==> src/rtl/sfb_pkg.sv <==
// sfb_pkg: widths, register indexes and transaction types of the seam feather blend.
// No dependencies; imported by seam_feather_blend_core and sfb_checker.
`timescale 1ns / 1ps

package sfb_pkg;

	localparam int COL_W      = 12;
	localparam int PIX_W      = 8;
	localparam int WID_W      = 13;
	// p*(W-k) + t*k is at most 255*8191 < 2**21
	localparam int NUM_W      = 21;
	// one quotient bit per divide stage; the quotient never exceeds 255
	localparam int DIV_STAGES = PIX_W;
	// start edge to the cycle that carries done
	localparam int LATENCY    = 3 + DIV_STAGES;
	localparam int CFG_IDX_W  = 2;

	localparam logic [CFG_IDX_W-1:0] REG_OVERLAP_START   = 2'd0;
	localparam logic [CFG_IDX_W-1:0] REG_REFERENCE_WIDTH = 2'd1;

	localparam logic [WID_W-1:0] REF_WIDTH_RESET = 13'd4096;

	typedef logic [2:0][PIX_W-1:0] rgb_t;

	typedef struct packed {
		logic [COL_W-1:0] column;
		logic [PIX_W-1:0] ref_red;
		logic [PIX_W-1:0] ref_green;
		logic [PIX_W-1:0] ref_blue;
		logic [PIX_W-1:0] warp_red;
		logic [PIX_W-1:0] warp_green;
		logic [PIX_W-1:0] warp_blue;
	} sfb_in_t;

	typedef struct packed {
		logic [PIX_W-1:0] out_red;
		logic [PIX_W-1:0] out_green;
		logic [PIX_W-1:0] out_blue;
	} sfb_out_t;

endpackage

==> src/rtl/seam_feather_blend_core.sv <==
// seam_feather_blend_core: linear feather blend of a reference and a warped RGB pixel.
// Depends on sfb_pkg.
`timescale 1ns / 1ps

// Usage:
//   Input channel: drive pixels and raise start; a transaction is taken at each
//   rising edge with start high and busy low. busy is always low, so one pixel
//   can be taken every clock.
//   Result channel: done is high for one cycle with the blended pixel on
//   blended once the accepted pixel has left the divide stages. Results come out in
//   input order, one per input. The receiver cannot stall; it must take done.
//   Throughput: one pixel per clock, set by the fully pipelined datapath:
//   column decode, products, sum, then eight restoring-divide stages (one
//   quotient bit each) that divide by the overlap width.
//   Config: cfg_we with cfg_index 0 writes overlap_start, 1 writes
//   reference_width; other indexes are ignored. Write only while no
//   transaction is in flight.
//   Reset: arst_n clears the pipeline valids and sets overlap_start to 0 and
//   reference_width to 4096. Pass-through pixels ride the divider with a
//   divisor of one.
module seam_feather_blend_core #(
	parameter int MAX_WIDTH = 4096
) (
	input  logic                            clk,
	input  logic                            arst_n,
	input  logic                            start,
	output logic                            busy,
	input  sfb_pkg::sfb_in_t                pixels,
	output logic                            done,
	output sfb_pkg::sfb_out_t               blended,
	input  logic                            cfg_we,
	input  logic [sfb_pkg::CFG_IDX_W-1:0]   cfg_index,
	input  logic [sfb_pkg::WID_W-1:0]       cfg_data
);
	import sfb_pkg::*;

	localparam int WID_MAX = (1 << WID_W) - 1;
	localparam int CLAMP   = (MAX_WIDTH < WID_MAX) ? MAX_WIDTH : WID_MAX;
	localparam logic [WID_W-1:0] WIDTH_CLAMP = WID_W'(CLAMP);

	typedef struct packed {
		logic [WID_W-1:0]           w;
		rgb_t                       quo;
		logic [2:0][NUM_W-1:0]      rem;
	} div_t;

	// configuration
	logic [COL_W-1:0] ovl_start_q;
	logic [WID_W-1:0] ref_width_q;

	always_ff @(posedge clk or negedge arst_n) begin
		if (!arst_n) begin
			ovl_start_q <= '0;
			ref_width_q <= REF_WIDTH_RESET;
		end else if (cfg_we) begin
			unique case (cfg_index)
				REG_OVERLAP_START:   ovl_start_q <= cfg_data[COL_W-1:0];
				REG_REFERENCE_WIDTH: ref_width_q <= cfg_data;
				default: ;
			endcase
		end
	end

	assign busy = 1'b0;

	logic accept;
	assign accept = start & ~busy;

	// column decode: pass-through cases become W=1 with k selecting ref or warp
	logic [WID_W-1:0] width_eff, col_ext, start_ext;
	logic [WID_W-1:0] w_in, k_in, wmk_in;
	logic             warp_black, ref_black;
	rgb_t             ref_in, warp_in;

	assign width_eff  = (ref_width_q > WIDTH_CLAMP) ? WIDTH_CLAMP : ref_width_q;
	assign col_ext    = {1'b0, pixels.column};
	assign start_ext  = {1'b0, ovl_start_q};
	assign ref_in     = {pixels.ref_blue, pixels.ref_green, pixels.ref_red};
	assign warp_in    = {pixels.warp_blue, pixels.warp_green, pixels.warp_red};
	assign warp_black = ~|warp_in;
	assign ref_black  = ~|ref_in;

	always_comb begin
		w_in   = WID_W'(1);
		k_in   = '0;
		wmk_in = WID_W'(1);
		if (col_ext >= width_eff) begin
			k_in   = WID_W'(1);
			wmk_in = '0;
		end else if (pixels.column < ovl_start_q) begin
			k_in   = '0;
		end else if (warp_black) begin
			k_in   = '0;
		end else if (ref_black) begin
			k_in   = WID_W'(1);
			wmk_in = '0;
		end else begin
			w_in   = width_eff - start_ext;
			k_in   = col_ext - start_ext;
			wmk_in = width_eff - col_ext;
		end
	end

	// stage 1: decoded weights
	logic             v_s1;
	logic [WID_W-1:0] w_s1, k_s1, wmk_s1;
	rgb_t             ref_s1, warp_s1;

	// stage 2: products
	logic                  v_s2;
	logic [WID_W-1:0]      w_s2;
	logic [2:0][NUM_W-1:0] pw_s2, tk_s2;

	// stage 3: numerators
	logic                  v_s3;
	logic [WID_W-1:0]      w_s3;
	logic [2:0][NUM_W-1:0] num_s3;

	// divide stages; div_s[i] is pipeline stage 4+i
	div_t                  div_s   [DIV_STAGES];
	logic [DIV_STAGES-1:0] div_v_s;

	always_ff @(posedge clk or negedge arst_n) begin
		if (!arst_n) begin
			v_s1 <= 1'b0;
			v_s2 <= 1'b0;
			v_s3 <= 1'b0;
		end else begin
			v_s1 <= accept;
			v_s2 <= v_s1;
			v_s3 <= v_s2;
		end
	end

	always_ff @(posedge clk) begin
		w_s1    <= w_in;
		k_s1    <= k_in;
		wmk_s1  <= wmk_in;
		ref_s1  <= ref_in;
		warp_s1 <= warp_in;
		w_s2    <= w_s1;
		w_s3    <= w_s2;
		for (int c = 0; c < 3; c++) begin
			pw_s2[c]  <= NUM_W'(ref_s1[c]) * NUM_W'(wmk_s1);
			tk_s2[c]  <= NUM_W'(warp_s1[c]) * NUM_W'(k_s1);
			num_s3[c] <= pw_s2[c] + tk_s2[c];
		end
	end

	for (genvar i = 0; i < DIV_STAGES; i++) begin : g_div
		localparam int SH = DIV_STAGES - 1 - i;
		div_t             din, dnext;
		logic             vin;
		logic [NUM_W-1:0] dsor;

		if (i == 0) begin : g_first
			assign din.w   = w_s3;
			assign din.quo = '0;
			assign din.rem = num_s3;
			assign vin     = v_s3;
		end else begin : g_next
			assign din = div_s[i-1];
			assign vin = div_v_s[i-1];
		end

		assign dsor = NUM_W'(din.w) << SH;

		always_comb begin
			dnext = din;
			for (int c = 0; c < 3; c++) begin
				if (din.rem[c] >= dsor) begin
					dnext.rem[c]     = din.rem[c] - dsor;
					dnext.quo[c][SH] = 1'b1;
				end
			end
		end

		always_ff @(posedge clk or negedge arst_n) begin
			if (!arst_n) begin
				div_v_s[i] <= 1'b0;
			end else begin
				div_v_s[i] <= vin;
			end
		end

		always_ff @(posedge clk) begin
			div_s[i] <= dnext;
		end
	end

	assign done              = div_v_s[DIV_STAGES-1];
	assign blended.out_red   = div_s[DIV_STAGES-1].quo[0];
	assign blended.out_green = div_s[DIV_STAGES-1].quo[1];
	assign blended.out_blue  = div_s[DIV_STAGES-1].quo[2];

endmodule

==> config.mk <==
export PLATFORM = sky130hd
export DESIGN_NAME = seam_feather_blend_core
export DESIGN_NICKNAME = d
export VERILOG_FILES = /design/src/rtl/sfb_pkg.sv /design/src/rtl/seam_feather_blend_core.sv
export SDC_FILE = /design/constraint.sdc
export NUM_CORES = 2
export LEC_CHECK = 0
export BUFFER_PORTS_ARGS = -buffer_cell sky130_fd_sc_hd__buf_2
export CORE_UTILIZATION = 60
export CTS_BUF_LIST = sky130_fd_sc_hd__clkbuf_8 sky130_fd_sc_hd__clkbuf_16
export CTS_CLUSTER_DIAMETER = 120
export DETAILED_ROUTE_END_ITERATION = 12
export HOLD_SLACK_MARGIN = 0.1
export PLACE_DENSITY = 0.75
export REMOVE_ABC_BUFFERS = 1
export SYNTH_ARGS = -nofsm -noshare
export SYNTH_HDL_FRONTEND = slang
export SYNTH_SLANG_ARGS = --single-unit
==> constraint.sdc <==
create_clock -name clk -period 5.8 [get_ports clk]
set_input_delay 0.58 -clock clk [delete_from_list [all_inputs] [get_ports clk]]
set_output_delay 0.58 -clock clk [all_outputs]
set_load 0.02 [all_outputs]
After elaboration in Yosys (flattened, before gate mapping)
Memories as Yosys holds them, arrays and structs flattened.
Cells that the tools add are included.
{"block": "totals", "register_bits": 338, "mem_bits_rw": 800, "inputBits": 79, "out_inout_bits": 26, "word_cells": 163, "n_memories": 1}
{"block": "classes", "add_sub_neg": 30, "n_mul": 6, "n_lt_le_gt_ge": 27, "n_eq_ne": 1, "n_mux": 55, "bitwise_logic": 2, "n_reduce_logical": 6}
{"memory": "div_s", "words": 8, "word_bits": 100, "read_ports": 8, "rd_ports_with_merged_regs": 0, "write_ports": 8, "line_no": "seam_feather_blend_core.sv:120", "source": "div_t div_s [DIV_STAGES];"}
{"operator": "two-way mux 21 bit", "count": 24}
{"operator": "multiplier 8 x 13 -> 21 bit", "count": 6}
{"operator": "adder 21 bit", "count": 3}
{"operator": "greater-or-equal comparator 21 x 13 -> 1 bit", "count": 3}
{"operator": "greater-or-equal comparator 21 x 14 -> 1 bit", "count": 3}
{"operator": "greater-or-equal comparator 21 x 15 -> 1 bit", "count": 3}
{"operator": "greater-or-equal comparator 21 x 16 -> 1 bit", "count": 3}
{"operator": "greater-or-equal comparator 21 x 17 -> 1 bit", "count": 3}
{"operator": "greater-or-equal comparator 21 x 18 -> 1 bit", "count": 3}
{"operator": "greater-or-equal comparator 21 x 19 -> 1 bit", "count": 3}
{"operator": "greater-or-equal comparator 21 x 20 -> 1 bit", "count": 3}
{"operator": "subtractor 21 x 13 -> 21 bit", "count": 3}
{"operator": "subtractor 21 x 14 -> 21 bit", "count": 3}
{"operator": "subtractor 21 x 15 -> 21 bit", "count": 3}
{"operator": "subtractor 21 x 16 -> 21 bit", "count": 3}
{"operator": "subtractor 21 x 17 -> 21 bit", "count": 3}
{"operator": "subtractor 21 x 18 -> 21 bit", "count": 3}
{"operator": "subtractor 21 x 19 -> 21 bit", "count": 3}
{"operator": "subtractor 21 x 20 -> 21 bit", "count": 3}
{"operator": "OR reduction 24 bit", "count": 2}
{"operator": "two-way mux 1 bit", "count": 30}
{"operator": "subtractor 13 x 12 -> 13 bit", "count": 2}
{"operator": "greater-or-equal comparator 12 x 13 -> 1 bit", "count": 1}
{"operator": "greater-than comparator 13 bit (second input constant)", "count": 1}
{"operator": "8 further kinds", "count": 10}

Longest topological paths before layout
{"block": "depth", "depth_word": 6, "ltp_mapped": 20, "ltp_nobuf": 18}

Worst setup path after synthesis
No wires, ideal clock.
{"block": "synth_path", "path_type": "register to register", "startpoint": "reg k_s1[4]", "endpoint": "reg tk_s2[20] in the netlist's numbering", "setup_time_ns": 0.072, "arrival_ns": 4.448, "required_ns": 5.728, "slack_ns": 1.280, "path_stages_with_launch": 19, "path_buffers": 1, "period_less_slack_ns": 4.520, "path_cell_list": "dfxtp_1 > clkbuf_1 > nand2_1 > fa_1 > fa_1 > inv_1 > fa_1 > inv_1 > fa_1 > inv_1 > ha_1 > or3_1 > a221oi_1 > nor2_1 > a31oi_1 > a21oi_1 > a21o_1 > a21oi_1 > xnor2_1"}
{"block": "synth_via", "elab_chain_cells": 1}
{"element": "from (decl)", "line_no": "seam_feather_blend_core.sv:106", "source": "logic [WID_W-1:0] w_s1, k_s1, wmk_s1;"}
{"element": "from (signal assigned)", "line_no": "seam_feather_blend_core.sv:137", "source": "k_s1 <= k_in;"}
{"element": "multiplier 8 x 13 -> 21 bit", "line_no": "seam_feather_blend_core.sv:145", "source": "tk_s2[c] <= NUM_W'(warp_s1[c]) * NUM_W'(k_s1);"}
{"element": "to (signal, indexed assignment)", "line_no": "seam_feather_blend_core.sv:145"}
{"element": "to (decl)", "line_no": "seam_feather_blend_core.sv:112", "source": "logic [2:0][NUM_W-1:0] pw_s2, tk_s2;"}
No other way between the ends.
A chain may end at the register's enable or synchronous reset.

Final worst setup path
{"block": "layout_path", "startpoint": "reg wmk_s1[4]", "endpoint": "reg pw_s2[62] in the netlist's numbering"}
{"block": "layout_via", "elab_chain_cells": 1}
{"element": "from (decl)", "line_no": "seam_feather_blend_core.sv:106"}
{"element": "from (signal assigned)", "line_no": "seam_feather_blend_core.sv:138", "source": "wmk_s1 <= wmk_in;"}
{"element": "multiplier 8 x 13 -> 21 bit", "line_no": "seam_feather_blend_core.sv:144", "source": "pw_s2[c] <= NUM_W'(ref_s1[c]) * NUM_W'(wmk_s1);"}
{"element": "to (signal, indexed assignment)", "line_no": "seam_feather_blend_core.sv:144"}
{"element": "to (decl)", "line_no": "seam_feather_blend_core.sv:112"}
No other way between the ends.

==> out/qor.log <==
[clock_tree] CTS clock-pin slew for the worst setup and hold paths 0.06 ns
[synth] Yosys cell types 102
[detailed_routing] total DRC errors in the routed layout 0
[floorplanning] Row Count 118
[detailed_routing] Vias/cell 5.66
[job] Max Cap Violations 0
[clock_tree] # hold bufs at CTS 58
[setup_path] category of the worst setup path capture point flip-flop
[timing] Max Clock Skew 0.0567 ns
[floorplanning] vertical die dimension 326 um
[power_and_ir_drop] largest voltage drop on the vdd net 0.000348 V
[synth] async set or reset register ratio after synthesis 3.68%
[synth] Synth top area share 30.0%
[synth] cell types with the largest area share after synthesis sky130_fd_sc_hd__dfxtp_1 (30%), sky130_fd_sc_hd__fa_1 (13%), sky130_fd_sc_hd__ha_1 (13%)
[grt] wire length of the first global-routing pass 249000 um
[timing] Fmax 196 MHz
[grt] initial antenna violation count 1
[timing] setup total negative slack 0 ns
[floorplanning] count of pins on the block boundary 105
[power_and_ir_drop] Static Leak 32.0 nW
[synth] Gate Count Post-Synth 6690
[placement] final estimated routing congestion in global placement 1.01
[floorplanning] initial standard-cell utilization of the core 60.6%
[clock_tree] clock latency of the later-clocked register in the worst-skew pair 0.72 ns
[status] result of the run finished clean
[clock_tree] H-Tree Depth 3
[clock_tree] total clock sinks 978
[detailed_routing] iteration-0 DRC count of the detailed router 3013
[timing] transition time at the pin with the least slew margin 1.15 ns
[timing] relative max-transition margin 23.6%
[floorplanning] width of the die 326 um
[layout] Area Overhead vs Synth 9.23%
[worst_hold_path] class of the tightest hold or removal check input pin to flip-flop
[clock_tree] Clock Tree Buf Depth 3
[clock_tree] Clk Tree Root Cell sky130_fd_sc_hd__clkbuf_16
[grt] grt ovf 0
[timing] final hold violation count 0
[timing] total count of max-transition violations in the final report 0
[detailed_routing] DR pass1 iterations 6
[placement] placed inst area 64400 sq um
[setup_path] number of cells on the worst reg-to-reg path 16
[layout] post-layout util 66.2%
[setup_path] library cell contributing the largest single delay on the critical path sky130_fd_sc_hd__dfxtp_1
[synth] cell with the most instances after synthesis sky130_fd_sc_hd__dfxtp_1
[layout] post-route cell area 68600 sq um
[grt] total routing resource utilization after global routing 29.6%
[floorplanning] full die area 106000 sq um
[detailed_routing] Post-DRT Antenna Nets 0
[setup_path] critical path data required time 6.42 ns
[placement] Port Buffers 103
[layout] filler cell count in the final layout 8395
[synth] library cell with the largest summed area after synthesis sky130_fd_sc_hd__dfxtp_1
[timing] share of the cycle needed by the critical path after routing 88.0%
[synth] Syn Std Cell Area 62800 sq um
[synth] Seq cells post-synth 978
[grt] pin count of the biggest net entering global routing 37
[synth] part of the Yosys area used for sequential elements 31.5%
[synth] number of enable-type register cells in the synthesized netlist 0
[clock_tree] number of clock buffers inserted by TritonCTS 102
[timing] min Tclk post-route 5.10 ns
[setup_path] worst reg2reg path endpoint pw_s2[62]$_DFF_P_
[clock_tree] setup fix buffers added after clock tree synthesis 0
[setup_path] arrival time at the worst endpoint 5.72 ns
[synth] synthesized area per cell 9.39 sq um
[timing] RSZ-0062 raised after global routing no
[detailed_routing] wire length per cell 19.0 um
[clock_tree] Gates resized, CTS repair 0
[setup_path] crit path cell chain nand2_1 > fa_1 > fa_1 > inv_1 > fa_1 > inv_1 > fa_1 > inv_1 > ha_1 > a21oi_1 > o221ai_1 > o31ai_1 > a31oi_1 > a21o_1 > a21oi_1 > xnor2_1
[worst_hold_path] Hold Startpoint cfg_data[0]
[setup_path] most numerous cell on the critical path sky130_fd_sc_hd__fa_1
[setup_path] beginning of the worst register-to-register path wmk_s1[4]$_SDFF_PP0_
[setup_path] Crit Path Max Fanout 24
[layout] Final Net Count 7951
[power_and_ir_drop] PD cells 633 nW/um^2
[grt] via count of the first global-routing pass 47100
[synth] Post-synth top flop sky130_fd_sc_hd__dfxtp_1
[synth] Synth Warn # 0
[clock_tree] TritonCTS clock tree built
[worst_hold_path] WHS Endpoint ref_width_q[0]$_DFFE_PN0P_
[setup_path] internal reg-to-reg setup slack 0.70 ns
[synth] commonest cells in the synthesized netlist sky130_fd_sc_hd__dfxtp_1 (942), sky130_fd_sc_hd__inv_1 (725), sky130_fd_sc_hd__ha_1 (654), sky130_fd_sc_hd__and2_1 (507), sky130_fd_sc_hd__nand2_1 (425)
[layout] share of post-route cells with drive strength above 1 6.46%
[setup_path] path type of the worst setup path flip-flop to flip-flop
[timing] final setup violation count 0
[floorplanning] CORE AREA 104000 sq um
[setup_path] slowest stage delay, CP 0.88 ns
[detailed_routing] Final Routed Wirelength 157000 um
[placement] HPWL after DPL 124000 um
[detailed_routing] via total after detailed routing 46800
[worst_hold_path] Hold Path Cell Cnt 2
[setup_path] Startpoint Class flip-flop
## critical path: cells and delay by family (launching register included)
| family | cells | cell delay [ns] |
|---|---|---|
| xor+xnor | 1 | 0.13 |
| simple gates | 1 | 0.17 |
| buf+inv | 3 | 0.15 |
| fa+ha+maj | 5 | 2.36 |
| flops | 1 | 0.88 |
| compound gates | 6 | 1.33 |
## metal layers
| metal | GRT usage [%] | share of wire, % | up-vias |
|---|---|---|---|
| met5 | 0 | 0 | - |
| met4 | 16.4 | 6.0 | 0 |
| met3 | 4.22 | 5.3 | 414 |
| met2 | 50.3 | 48 | 1449 |
| met1 | 36.0 | 41 | 22300 |
| li1 | - | - | 22600 |
## stage by stage
| step | total power, W | setup slack (ns) | hold slack [ns] | cells |
|---|---|---|---|---|
| 2_1_floorplan | 0.0297 | 1.29 | 0.284 | 6504 |
| 3_3_place_gp | 0.0355 | 0.825 | 0.310 | 8013 |
| 3_5_place_dp | 0.0361 | 0.714 | 0.312 | 8013 |
| 4_1_cts | 0.0433 | 0.709 | 0.106 | 8258 |
| 5_1_grt | 0.0469 | 0.248 | 0.126 | 8258 |
| 6_report | 0.0434 | 0.698 | 0.140 | 8260 |
## cells in the final DEF, fill, tap and decap left out, drive strengths merged, types with 80 or more instances in the layout
cell type  instances
nand2b            80
dfxtp            942
a21oi            394
fa               423
ha               654
nor3              84
o21a              93
buf              129
nor2b             81
xor2             164
xnor2            258
clkbuf           117
and2             507
a21o             135
inv              755
o21ai            322
nand2            425
mux2              86
nor2             408
## where the power goes
| group | internal (W) | switching, W | total (W) |
|---|---|---|---|
| clock | 0.00401 | 0.00287 | 0.00688 |
| sequential | 0.00986 | 0.00232 | 0.0122 |
| combinational | 0.0107 | 0.0137 | 0.0244 |
| total | 0.0245 | 0.0189 | 0.0434 |
## how the worst max path moves through the flow
stage | from | end | slack [ns]
after global placement | wmk_s1[4]$_SDFF_PP0_ | pw_s2[62]$_DFF_P_ | 0.83
final | wmk_s1[4]$_SDFF_PP0_ | pw_s2[62]$_DFF_P_ | 0.70
after floorplan | k_s1[5]$_SDFF_PP0_ | tk_s2[20]$_DFF_P_ | 1.29
after CTS | wmk_s1[4]$_SDFF_PP0_ | pw_s2[62]$_DFF_P_ | 0.71
after global routing | wmk_s1[4]$_SDFF_PP0_ | pw_s2[62]$_DFF_P_ | 0.25
after detailed placement | wmk_s1[4]$_SDFF_PP0_ | pw_s2[62]$_DFF_P_ | 0.71
## sequential cells by signal (all words and copies together), names as in the netlist, 12 cells and up
signal	cells
w_s1	13
g_div.din	63
k_s1	13
wmk_s1	13
warp_s1	24
w_s3	13
div_s	640
w_s2	13
tk_s2	63
pw_s2	63
ovl_start_q	12
ref_width_q	13
ref_s1	24
## cells by family after synthesis
| logic type | Yosys count | share of synthesized area, % |
|---|---|---|
| AO/OA/AOI/OAI | 1282 | 12.9 |
| XOR/XNOR | 422 | 5.88 |
| adder cells (fa/ha/maj) | 1077 | 26.5 |
| buffers and inverters | 915 | 5.71 |
| flip-flops | 978 | 31.5 |
| multiplexers | 105 | 1.85 |
| other | 1 | 0.00597 |
| AND/OR/NAND/NOR | 1910 | 15.7 |
## area by class of cell
| class | count | area [sq um] | area share [%] |
|---|---|---|---|
| diodes | 2 | 5.00 | 0.00729 |
| well taps | 1380 | 1730 | 2.52 |
| clock inverters | 70 | 812 | 1.18 |
| repair buffers | 187 | 1290 | 1.88 |
| inverters | 729 | 2740 | 3.99 |
| flip-flops and latches | 978 | 19800 | 28.8 |
| clock buffers | 117 | 2780 | 4.05 |
| multi-input cells | 4797 | 39500 | 57.6 |
(Power assumes the default switching activity.)
